$ cat config.mk
export PLATFORM = sky130hd
export DESIGN_NAME = adc_scan_scale_smooth_flat
export DESIGN_NICKNAME = d
export VERILOG_FILES = /design/src/rtl/adcsss_pkg.sv /design/src/rtl/adcsss_if.sv /design/src/rtl/adc_scan_scale_smooth.sv /design/src/rtl/adcsss_csr.sv /design/src/rtl/adcsss_ctrl.sv /design/src/rtl/adcsss_dp.sv /design/src/flat_wrapper.sv
export SDC_FILE = /design/constraint.sdc
export NUM_CORES = 2
export LEC_CHECK = 0
export BUFFER_PORTS_ARGS = -buffer_cell sky130_fd_sc_hd__clkbuf_2
export CORE_MARGIN = 2
export CORE_UTILIZATION = 40
export CTS_CLUSTER_SIZE = 20
export DETAILED_ROUTE_END_ITERATION = 12
export PLACE_DENSITY = 0.64
export SYNTH_ARGS = -nofsm -noshare
export SYNTH_HDL_FRONTEND = slang
export SYNTH_SLANG_ARGS = --single-unit
$ cat constraint.sdc
create_clock -name clock -period 22.9 [get_ports clock]
set_clock_uncertainty 0.1 [all_clocks]
set_input_delay 1.145 -clock clock [delete_from_list [all_inputs] [get_ports clock]]
set_output_delay 1.145 -clock clock [all_outputs]
set_load 0.1 [all_outputs]
$ cat src/rtl/adcsss_pkg.sv
`timescale 1ns / 1ps
// ----------------------------------------------------------------------------
// adcsss_pkg
// Shared types, register codes and constants of the scan, scale and smooth
// block.
// ----------------------------------------------------------------------------
package adcsss_pkg;

   // Channel codes, in scan order
   localparam logic [1:0] CH_TEMP = 2'd0;
   localparam logic [1:0] CH_VOLT = 2'd1;
   localparam logic [1:0] CH_CURR = 2'd2;

   // Converter mux codes
   localparam logic [7:0] MUX_TEMP = 8'h42;
   localparam logic [7:0] MUX_VOLT = 8'h03;
   localparam logic [7:0] MUX_CURR = 8'h04;

   // Arithmetic constants
   localparam logic [13:0]        MV_PER_LSB_Q16 = 14'd10000;
   localparam logic [31:0]        TEMP_ROUND     = 32'h0000_0800;
   localparam logic signed [32:0] KELVIN_Q16     = 33'sd17901158;
   localparam logic signed [51:0] GAIN_ROUND     = 52'sd128;
   localparam logic signed [51:0] SMOOTH_ROUND   = 52'sd32768;
   localparam logic [16:0]        ALPHA_ONE      = 17'd65536;

   // Register reset values
   localparam logic [15:0]        VOLTAGE_GAIN_RST   = 16'd768;
   localparam logic [15:0]        CURRENT_GAIN_RST   = 16'd128;
   localparam logic signed [23:0] VOLTAGE_BIAS_RST   = 24'sd0;
   localparam logic signed [23:0] CURRENT_BIAS_RST   = 24'sd0;
   localparam logic [16:0]        TEMP_ALPHA_RST     = 17'd13107;
   localparam logic [16:0]        VOLTAGE_ALPHA_RST  = 17'd13107;
   localparam logic [16:0]        CURRENT_ALPHA_RST  = 17'd655;
   localparam logic [31:0]        TEMP_CAL_RST       = 32'd0;

   typedef enum logic [2:0] {
      REG_VOLTAGE_GAIN  = 3'd0,
      REG_CURRENT_GAIN  = 3'd1,
      REG_VOLTAGE_BIAS  = 3'd2,
      REG_CURRENT_BIAS  = 3'd3,
      REG_TEMP_ALPHA    = 3'd4,
      REG_VOLTAGE_ALPHA = 3'd5,
      REG_CURRENT_ALPHA = 3'd6,
      REG_TEMP_CAL      = 3'd7
   } reg_index_type;

   typedef struct packed {
      logic [15:0]        voltage_gain;
      logic [15:0]        current_gain;
      logic signed [23:0] voltage_bias;
      logic signed [23:0] current_bias;
      logic [16:0]        temp_alpha;
      logic [16:0]        voltage_alpha;
      logic [16:0]        current_alpha;
      logic [31:0]        temp_calibration;
   } cfg_type;

   typedef enum logic [2:0] {
      ST_IDLE,
      ST_SCALE,
      ST_VALUE,
      ST_SMOOTH,
      ST_UPDATE
   } state_type;

   // Datapath steps, one hot per cycle
   typedef struct packed {
      logic load;
      logic scale;
      logic value;
      logic smooth;
      logic commit;
   } cmd_type;

endpackage

$ cat src/rtl/adcsss_if.sv
`timescale 1ns / 1ps
// ----------------------------------------------------------------------------
// adcsss_req_if / adcsss_rsp_if
// Valid/ready channels for converter samples and smoothed results.
// ----------------------------------------------------------------------------
interface adcsss_req_if;
   logic        valid;
   logic        ready;
   logic [13:0] sample;

   modport source (output valid, output sample, input ready);
   modport sink (input valid, input sample, output ready);
endinterface

interface adcsss_rsp_if;
   logic               valid;
   logic               ready;
   logic [1:0]         channel;
   logic signed [31:0] smoothed_value;
   logic [7:0]         next_mux;

   modport source (output valid, output channel, output smoothed_value,
                   output next_mux, input ready);
   modport sink (input valid, input channel, input smoothed_value,
                 input next_mux, output ready);
endinterface

$ cat src/rtl/adc_scan_scale_smooth.sv
`timescale 1ns / 1ps
// ----------------------------------------------------------------------------
// adc_scan_scale_smooth
// Scans temperature, voltage and current samples, scales each to Q16.16 and
// keeps a per-channel exponential moving average.
// ----------------------------------------------------------------------------
// Sequencing: the sequencer walks load, scale, value, smooth and update through
//   a single shared 34x18 multiplier, and accepts a new sample only in the idle
//   state, once the previous one has been committed.
// A waiting result holds in the output register; the update step stalls until
//   it is taken.
// Reset: synchronous; clears the averages, points at temperature and loads
//   register defaults.
// ----------------------------------------------------------------------------
module adc_scan_scale_smooth (
   input  logic                clock,
   input  logic                reset,
   adcsss_req_if.sink          req_bus,
   adcsss_rsp_if.source        rsp_bus,
   input  logic                csr_we,
   input  logic [2:0]          csr_index,
   input  logic [31:0]         csr_wdata
);

   adcsss_pkg::cfg_type cfg;
   adcsss_pkg::cmd_type cmd;
   logic                req_ready;
   logic                rsp_valid;
   logic [1:0]          rsp_channel;
   logic signed [31:0]  rsp_smoothed_value;
   logic [7:0]          rsp_next_mux;

   adcsss_csr u_csr (
      .clock     (clock),
      .reset     (reset),
      .csr_we    (csr_we),
      .csr_index (csr_index),
      .csr_wdata (csr_wdata),
      .cfg       (cfg)
   );

   adcsss_ctrl u_ctrl (
      .clock     (clock),
      .reset     (reset),
      .req_valid (req_bus.valid),
      .req_ready (req_ready),
      .rsp_valid (rsp_valid),
      .rsp_ready (rsp_bus.ready),
      .cmd       (cmd)
   );

   adcsss_dp u_dp (
      .clock              (clock),
      .reset              (reset),
      .cmd                (cmd),
      .cfg                (cfg),
      .req_sample         (req_bus.sample),
      .rsp_channel        (rsp_channel),
      .rsp_smoothed_value (rsp_smoothed_value),
      .rsp_next_mux       (rsp_next_mux)
   );

   assign req_bus.ready          = req_ready;
   assign rsp_bus.valid          = rsp_valid;
   assign rsp_bus.channel        = rsp_channel;
   assign rsp_bus.smoothed_value = rsp_smoothed_value;
   assign rsp_bus.next_mux       = rsp_next_mux;

endmodule

$ cat src/rtl/adcsss_csr.sv
`timescale 1ns / 1ps
// ----------------------------------------------------------------------------
// adcsss_csr
// Configuration registers, written through a plain write port.
// ----------------------------------------------------------------------------
module adcsss_csr (
   input  logic                clock,
   input  logic                reset,
   input  logic                csr_we,
   input  logic [2:0]          csr_index,
   input  logic [31:0]         csr_wdata,
   output adcsss_pkg::cfg_type cfg
);

   adcsss_pkg::cfg_type cfg_ff;
   adcsss_pkg::cfg_type cfg_in;

   always_comb begin
      cfg_in = cfg_ff;
      if (csr_we) begin
         unique case (adcsss_pkg::reg_index_type'(csr_index))
            adcsss_pkg::REG_VOLTAGE_GAIN:  cfg_in.voltage_gain     = csr_wdata[15:0];
            adcsss_pkg::REG_CURRENT_GAIN:  cfg_in.current_gain     = csr_wdata[15:0];
            adcsss_pkg::REG_VOLTAGE_BIAS:  cfg_in.voltage_bias     = csr_wdata[23:0];
            adcsss_pkg::REG_CURRENT_BIAS:  cfg_in.current_bias     = csr_wdata[23:0];
            adcsss_pkg::REG_TEMP_ALPHA:    cfg_in.temp_alpha       = csr_wdata[16:0];
            adcsss_pkg::REG_VOLTAGE_ALPHA: cfg_in.voltage_alpha    = csr_wdata[16:0];
            adcsss_pkg::REG_CURRENT_ALPHA: cfg_in.current_alpha    = csr_wdata[16:0];
            adcsss_pkg::REG_TEMP_CAL:      cfg_in.temp_calibration = csr_wdata;
            default: cfg_in = cfg_ff;
         endcase
      end
   end

   always_ff @(posedge clock) begin
      if (reset) begin
         cfg_ff.voltage_gain     <= adcsss_pkg::VOLTAGE_GAIN_RST;
         cfg_ff.current_gain     <= adcsss_pkg::CURRENT_GAIN_RST;
         cfg_ff.voltage_bias     <= adcsss_pkg::VOLTAGE_BIAS_RST;
         cfg_ff.current_bias     <= adcsss_pkg::CURRENT_BIAS_RST;
         cfg_ff.temp_alpha       <= adcsss_pkg::TEMP_ALPHA_RST;
         cfg_ff.voltage_alpha    <= adcsss_pkg::VOLTAGE_ALPHA_RST;
         cfg_ff.current_alpha    <= adcsss_pkg::CURRENT_ALPHA_RST;
         cfg_ff.temp_calibration <= adcsss_pkg::TEMP_CAL_RST;
      end else begin
         cfg_ff <= cfg_in;
      end
   end

   assign cfg = cfg_ff;

endmodule

$ cat src/rtl/adcsss_ctrl.sv
`timescale 1ns / 1ps
// ----------------------------------------------------------------------------
// adcsss_ctrl
// Sequencer: steps the datapath through scale, value, smooth and update, and
// owns the handshakes of both channels.
// ----------------------------------------------------------------------------
module adcsss_ctrl (
   input  logic                clock,
   input  logic                reset,
   input  logic                req_valid,
   output logic                req_ready,
   output logic                rsp_valid,
   input  logic                rsp_ready,
   output adcsss_pkg::cmd_type cmd
);

   adcsss_pkg::state_type state_ff;
   adcsss_pkg::state_type state_in;
   logic                  rsp_valid_ff;
   logic                  rsp_valid_in;

   always_ff @(posedge clock) begin
      if (reset) begin
         state_ff     <= adcsss_pkg::ST_IDLE;
         rsp_valid_ff <= 1'b0;
      end else begin
         state_ff     <= state_in;
         rsp_valid_ff <= rsp_valid_in;
      end
   end

   always_comb begin
      state_in     = state_ff;
      cmd          = '0;
      req_ready    = 1'b0;
      rsp_valid_in = rsp_valid_ff && !rsp_ready;
      unique case (state_ff)
         adcsss_pkg::ST_IDLE: begin
            req_ready = 1'b1;
            if (req_valid) begin
               cmd.load = 1'b1;
               state_in = adcsss_pkg::ST_SCALE;
            end
         end
         adcsss_pkg::ST_SCALE: begin
            cmd.scale = 1'b1;
            state_in  = adcsss_pkg::ST_VALUE;
         end
         adcsss_pkg::ST_VALUE: begin
            cmd.value = 1'b1;
            state_in  = adcsss_pkg::ST_SMOOTH;
         end
         adcsss_pkg::ST_SMOOTH: begin
            cmd.smooth = 1'b1;
            state_in   = adcsss_pkg::ST_UPDATE;
         end
         adcsss_pkg::ST_UPDATE: begin
            // hold until the output register is free
            if (!rsp_valid_ff || rsp_ready) begin
               cmd.commit   = 1'b1;
               rsp_valid_in = 1'b1;
               state_in     = adcsss_pkg::ST_IDLE;
            end
         end
         default: begin
            state_in = adcsss_pkg::ST_IDLE;
         end
      endcase
   end

   assign rsp_valid = rsp_valid_ff;

   a_commit_free: assert property (@(posedge clock) disable iff (reset)
      cmd.commit |-> (!rsp_valid_ff || rsp_ready))
      else $error("result committed over an untaken beat");

   a_accept_starts: assert property (@(posedge clock) disable iff (reset)
      (req_valid && req_ready) |=> (state_ff == adcsss_pkg::ST_SCALE))
      else $error("accepted beat did not start the scale step");

   a_rsp_from_update: assert property (@(posedge clock) disable iff (reset)
      $rose(rsp_valid_ff) |-> $past(state_ff == adcsss_pkg::ST_UPDATE))
      else $error("result raised outside the update step");

endmodule

$ cat src/rtl/adcsss_dp.sv
`timescale 1ns / 1ps
// ----------------------------------------------------------------------------
// adcsss_dp
// Datapath: channel pointer, averages, one shared 34x18 multiplier and the
// result register.
// ----------------------------------------------------------------------------
module adcsss_dp (
   input  logic                clock,
   input  logic                reset,
   input  adcsss_pkg::cmd_type cmd,
   input  adcsss_pkg::cfg_type cfg,
   input  logic [13:0]         req_sample,
   output logic [1:0]          rsp_channel,
   output logic signed [31:0]  rsp_smoothed_value,
   output logic [7:0]          rsp_next_mux
);

   function automatic logic signed [31:0] sat32(input logic signed [51:0] x);
      logic signed [31:0] r;
      if (x[51:31] == {21{x[51]}}) begin
         r = x[31:0];
      end else if (x[51]) begin
         r = {1'b1, 31'd0};
      end else begin
         r = {1'b0, {31{1'b1}}};
      end
      return r;
   endfunction

   logic [1:0]         ch_ff;
   logic [1:0]         ch_in;
   logic [1:0]         chn;
   logic               is_temp;
   logic signed [31:0] avg_ff [3];
   logic signed [31:0] avg_cur;
   logic signed [33:0] opa_ff;
   logic signed [33:0] opa_in;
   logic signed [51:0] prod_ff;
   logic signed [33:0] mul_a;
   logic signed [17:0] mul_b;
   logic signed [51:0] mul_p;
   logic [27:0]        mv;
   logic signed [33:0] vsum;
   logic [31:0]        tdiff;
   logic [31:0]        tround;
   logic signed [32:0] tval;
   logic signed [51:0] gval;
   logic signed [31:0] value;
   logic signed [32:0] diff;
   logic [16:0]        alpha_raw;
   logic [16:0]        alpha;
   logic [15:0]        gain;
   logic signed [23:0] bias;
   logic signed [51:0] acc;
   logic signed [31:0] avg_new;
   logic [7:0]         mux_next;
   logic [1:0]         rsp_channel_ff;
   logic signed [31:0] rsp_value_ff;
   logic [7:0]         rsp_mux_ff;

   // an unused pointer code acts as temperature
   assign chn     = (ch_ff == 2'd3) ? adcsss_pkg::CH_TEMP : ch_ff;
   assign is_temp = (chn == adcsss_pkg::CH_TEMP);
   assign avg_cur = avg_ff[chn];

   always_comb begin
      unique case (chn)
         adcsss_pkg::CH_VOLT: begin
            gain      = cfg.voltage_gain;
            bias      = cfg.voltage_bias;
            alpha_raw = cfg.voltage_alpha;
            ch_in     = adcsss_pkg::CH_CURR;
            mux_next  = adcsss_pkg::MUX_CURR;
         end
         adcsss_pkg::CH_CURR: begin
            gain      = cfg.current_gain;
            bias      = cfg.current_bias;
            alpha_raw = cfg.current_alpha;
            ch_in     = adcsss_pkg::CH_TEMP;
            mux_next  = adcsss_pkg::MUX_TEMP;
         end
         default: begin
            gain      = cfg.voltage_gain;
            bias      = cfg.voltage_bias;
            alpha_raw = cfg.temp_alpha;
            ch_in     = adcsss_pkg::CH_VOLT;
            mux_next  = adcsss_pkg::MUX_VOLT;
         end
      endcase
   end

   // alpha above one acts as one
   assign alpha = alpha_raw[16] ? adcsss_pkg::ALPHA_ONE : alpha_raw;

   // load: millivolts plus bias, or calibration offset less a quarter of the sample
   assign mv    = 28'(req_sample) * 28'(adcsss_pkg::MV_PER_LSB_Q16);
   assign vsum  = $signed({6'd0, mv}) + $signed({{2{bias[23]}}, bias, 8'd0});
   assign tdiff = {16'd0, cfg.temp_calibration[31:16]} - {20'd0, req_sample[13:2]};

   // shared multiplier
   assign mul_a = opa_ff;
   always_comb begin
      if (cmd.smooth) begin
         mul_b = $signed({1'b0, alpha});
      end else if (is_temp) begin
         mul_b = $signed({2'd0, cfg.temp_calibration[15:0]});
      end else begin
         mul_b = $signed({2'd0, gain});
      end
   end
   assign mul_p = mul_a * mul_b;

   // value: temperature in Celsius or scaled reading, then step from average
   assign tround = prod_ff[31:0] + adcsss_pkg::TEMP_ROUND;
   assign tval   = $signed({1'b0, tround[27:12], 16'd0}) - adcsss_pkg::KELVIN_Q16;
   assign gval   = (prod_ff + adcsss_pkg::GAIN_ROUND) >>> 8;
   assign value  = is_temp ? sat32({{19{tval[32]}}, tval}) : sat32(gval);
   assign diff   = {value[31], value} - {avg_cur[31], avg_cur};

   always_comb begin
      if (cmd.load) begin
         opa_in = is_temp ? $signed({2'd0, tdiff}) : vsum;
      end else if (cmd.value) begin
         opa_in = {diff[32], diff};
      end else begin
         opa_in = opa_ff;
      end
   end

   // avg*(1-a) + v*a equals avg + (v-avg)*a, in units of 2^-16
   assign acc     = $signed({{4{avg_cur[31]}}, avg_cur, 16'd0}) + prod_ff
                    + adcsss_pkg::SMOOTH_ROUND;
   assign avg_new = sat32(acc >>> 16);

   always_ff @(posedge clock) begin
      if (reset) begin
         ch_ff     <= adcsss_pkg::CH_TEMP;
         avg_ff[0] <= '0;
         avg_ff[1] <= '0;
         avg_ff[2] <= '0;
      end else if (cmd.commit) begin
         ch_ff       <= ch_in;
         avg_ff[chn] <= avg_new;
      end
   end

   always_ff @(posedge clock) begin
      opa_ff <= opa_in;
      if (cmd.scale || cmd.smooth) begin
         prod_ff <= mul_p;
      end
      if (cmd.commit) begin
         rsp_channel_ff <= chn;
         rsp_value_ff   <= avg_new;
         rsp_mux_ff     <= mux_next;
      end
   end

   assign rsp_channel        = rsp_channel_ff;
   assign rsp_smoothed_value = rsp_value_ff;
   assign rsp_next_mux       = rsp_mux_ff;

   a_ptr_legal: assert property (@(posedge clock) disable iff (reset)
      ch_ff != 2'd3)
      else $error("channel pointer left the scan range");

   a_ptr_advance: assert property (@(posedge clock) disable iff (reset)
      cmd.commit |=> (ch_ff != $past(ch_ff)))
      else $error("channel pointer did not advance on update");

endmodule

$ cat src/flat_wrapper.sv
// flat-port wrapper written by rule: the top's interface ports become plain ports
module adc_scan_scale_smooth_flat 
  (clock, reset, csr_we, csr_index, csr_wdata, req_bus_valid, req_bus_sample, req_bus_ready, rsp_bus_valid, rsp_bus_channel, rsp_bus_smoothed_value, rsp_bus_next_mux, rsp_bus_ready);
  adcsss_req_if req_bus_i ();
  adcsss_rsp_if rsp_bus_i ();
  input  logic clock;
  input  logic reset;
  input  logic csr_we;
  input  logic [2:0] csr_index;
  input  logic [31:0] csr_wdata;
  input wire logic [$bits(req_bus_i.valid)-1:0] req_bus_valid;
  input wire logic [$bits(req_bus_i.sample)-1:0] req_bus_sample;
  output wire logic [$bits(req_bus_i.ready)-1:0] req_bus_ready;
  output wire logic [$bits(rsp_bus_i.valid)-1:0] rsp_bus_valid;
  output wire logic [$bits(rsp_bus_i.channel)-1:0] rsp_bus_channel;
  output wire logic [$bits(rsp_bus_i.smoothed_value)-1:0] rsp_bus_smoothed_value;
  output wire logic [$bits(rsp_bus_i.next_mux)-1:0] rsp_bus_next_mux;
  input wire logic [$bits(rsp_bus_i.ready)-1:0] rsp_bus_ready;
  assign req_bus_i.valid = req_bus_valid;
  assign req_bus_i.sample = req_bus_sample;
  assign req_bus_ready = req_bus_i.ready;
  assign rsp_bus_valid = rsp_bus_i.valid;
  assign rsp_bus_channel = rsp_bus_i.channel;
  assign rsp_bus_smoothed_value = rsp_bus_i.smoothed_value;
  assign rsp_bus_next_mux = rsp_bus_i.next_mux;
  assign rsp_bus_i.ready = rsp_bus_ready;
  adc_scan_scale_smooth u_core (.clock(clock), .reset(reset), .req_bus(req_bus_i), .rsp_bus(rsp_bus_i), .csr_we(csr_we), .csr_index(csr_index), .csr_wdata(csr_wdata));
endmodule
==> results by group <==
GRT
  • Total gr overflow: 0
  • Vias in the first global route: roughly 36000
  • Largest net degree at the start of global routing: 91
  • First-pass GRT wire length: 206 mm
  • Initial antenna violation count: 2
  • Gr usage total: 0.226

Worst setup path
  • CP Class: flip-flop to flip-flop
  • Crit end category: flip-flop
  • Slowest CP cell: fa_1
  • CP Data Required Time: 23170 ps
  • CP max stage delay: 550 ps
  • CP Data Arrival Time: 9970 ps
  • CP Max Fanout: 47
  • Crit start category: flip-flop
  • CP dominant cell by count: fa_1

Status
  • Status: completed

Place
  • Port Buf Inserts: 93
  • Dpl ws: between 10000 and 15000 ps
  • Routability congestion estimate: 0.964
  • HPWL Detailed: just under 100 mm

Route
  • First-pass DRT Iterations: 5
  • Drt first-iter violations: 2845
  • DRC viols: 0
  • Routed wire length: between 100 and 150 mm
  • WL per Instance: between 20 and 25 um
  • Via Count: 35200
  • Vias per cell: 5.45
  • Post-route ant nets: 0

Die
  • Core area: 112000 um^2
  • Initial core utilization: 0.403
  • Chip Height: 340 um
  • Die Footprint: 116000 um^2
  • Cell row count: between 100 and 150
  • Die W: around 340 um
  • # IOs: just under 100

Run
  • Max-cap violations: 0

STA
  • Worst-Margin Slew: approximately 1200 ps
  • Setup TNS: 0 ps
  • Fin crit share: 0.423
  • Max_slew headroom: 0.178
  • RSZ-0062 raised after global routing: no
  • Final slew viol count: 0
  • Fmax: 103 MHz
  • # setup viols final: 0
  • Final critical-path required period: 9700 ps
  • Final WS setup: roughly 13000 ps
  • Fin. Hold Viols: 0

Finish
  • Layout cell share with drive strength beyond 1: 0.0727
  • Commonest non-fill, non-tap cell in the layout: nand2_1
  • Core Util, Final: 0.435
  • Area Overhead vs Synth: 8.06%
  • Most frequent cells in the layout: nand2_1, inv_1, fa_1, a21oi_1, ha_1
  • Final nets: 5835

Synth
  • Asr flop ratio synth: 0
  • FF+latch count, synth: 413
  • Post-synth EDFFs: 244
  • Post-synthesis cell area: 45200 um^2
  • Distinct cells, synth: approximately 90
  • Register area share after synthesis: 0.237
  • Synth warnings: 0
  • Average size of a mapped cell: roughly 9 um^2
  • Syn Inst Count: ~5000
  • Leading register cell type out of synthesis: edfxtp_1

Power and ir drop
  • Cell area power density: 82.0 nW/um^2
  • P_leak: 22.0 nW
  • Worst vdd ir: 0.0813 mV
  • Comb power frac: 0.530
  • Internal power: around 2.2 mW
  • Share of power burned in registers: 0.281
  • Clock power frac: 0.189
  • Switching Share: 0.462
  • Switching power total: about 1.9 mW

Clock network
  • Clock sink count: slightly above 400
  • # H-tree levels: 2
  • # Post-CTS Setup Buffers: 0
  • Deepest clock path buffer count: 3
  • CTS tree: yes
  • Post-cts repair resize count: 0
  • CTS Root Cell: clkbuf_16
  • CTS clk-pin slew, worst paths: 60 ps
  • Hold buffers post-CTS: 0
  • Skew-Pair Late Insertion Delay: between 600 and 700 ps
  • Number of buffers created by CTS: 43

Worst hold path
  • Hold WC Path Type: flip-flop to flip-flop
==> path summary, 6_finish.rpt <==
check | from | end | slack, ps | cells past startpoint
max | u_core.u_ctrl.state_ff[2] | u_core.u_dp.prod_ff[45] | 13200 | 30
min | u_core.u_csr.cfg[131] | u_core.u_csr.cfg[131] | 350 | 2
max reg2reg | u_core.u_ctrl.state_ff[2] | u_core.u_dp.prod_ff[45] | 13200 | 30
min reg2reg | u_core.u_csr.cfg[131] | u_core.u_csr.cfg[131] | 350 | 2
==> logic make-up (layout without fill, tap and decap cells) <==
group,after synthesis,in the layout,synth area share
adders and majority gates,862,862,0.333
DFF,413,413,0.237
other,1,5,0.0000829
xor gates and xnor gates,194,194,0.0376
and+or+nand+nor,1511,1511,0.156
buffers and inverters,1037,1022,0.0883
AOI/OAI and AO/OA,856,856,0.118
muxes,92,92,0.0303
==> registers in the layout, summed over array words and instances, names as in the netlist <==
| register | count |
|---|---|
| u_core.u_dp.prod_ff | 45 |
| u_core.u_dp.avg_ff | 128 |
| u_core.u_dp.rsp_channel | 2 |
| u_core.u_dp.rsp_next_mux | 4 |
| u_core.u_ctrl.state_ff | 3 |
| u_core.u_dp.mul_a | 33 |
| u_core.u_dp.rsp_smoothed_value | 32 |
| u_core.u_dp.ch_ff | 2 |
| u_core.u_ctrl.rsp_valid | 1 |
| u_core.u_csr.cfg | 163 |
==> per-layer routing <==
layer	part of all wire	track usage	vias up
li1	-	-	16100
met1	0.44	0.311	17700
met2	0.47	0.376	1203
met3	0.061	0.0222	184
met4	0.029	0.0693	0
met5	0	0	-
==> power groups by stage <==
| stage | sequential, mW | clock, mW | combinational, mW |
|---|---|---|---|
| floorplan | 0.988 | 0 | 1.55 |
| global placement | 1.13 | 0 | 2.08 |
| detailed placement | 1.13 | 0 | 2.08 |
| CTS | 1.11 | 0.765 | 2.12 |
| global route | 1.13 | 0.792 | 2.38 |
| finish | 1.12 | 0.757 | 2.13 |
==> area by class of cell <==
class / instances / area (um^2)
antenna: 1 / 2.50
clock buffer: 51 / 1150
clock inverter: 29 / 374
fill: 11000 / 63500
inverter: 794 / 2980
multi-input combinational: 3519 / 30900
sequential: 413 / 10700
tap: 1500 / 1880
timing repair buffer: 148 / 881
==> critical path: cells and delay by family, from the launching register on <==
kind / cells / cell delay (ps)
compound gates: 10 / 2990
fa+ha+maj: 7 / 3370
buf+inv: 8 / 1600
flops: 1 / 490
simple gates: 5 / 870
==> Yosys cell counts, drive strengths merged (6+ instances only) <==
library cell,count,area share
a221oi,49,0.0098
a211o,10,0.0019
o21ai,162,0.018
nor3,54,0.0063
mux2i,22,0.0049
xor2,62,0.012
a31oi,14,0.0023
mux2,38,0.0095
nand2b,31,0.0043
o211ai,26,0.0043
clkbuf,213,0.018
nand4,38,0.0054
o21a,19,0.0032
nor3b,6,0.0010
o21bai,15,0.0025
and4,12,0.0023
or2,11,0.0015
xnor2,132,0.026
fa,571,0.25
a21o,72,0.012
o31ai,11,0.0018
nand3b,28,0.0046
and3,21,0.0029
nand2,814,0.068
or3,12,0.0017
nand3,53,0.0061
a2111oi,9,0.0022
a211oi,21,0.0036
nor2,153,0.013
nor4,10,0.0017
buf,30,0.0043
and2,231,0.032
inv,794,0.066
a21boi,11,0.0018
mux4,32,0.016
nor2b,29,0.0040
dfxtp,169,0.075
a22oi,10,0.0017
ha,291,0.081
a21oi,370,0.042
edfxtp,244,0.16
==> per-stage QoR <==
stage	std cells	power, mW	instance area [um^2]	hold slack (ps)
after global placement	6374	3.20	47300	338
after CTS	6454	4.00	48900	355
after floorplan	4969	2.54	45200	333
after detailed placement	6374	3.21	47300	346
after global routing	6454	4.30	48900	370
final	6455	4.01	48900	352
Note: power is estimated with default switching activity, not from simulation.
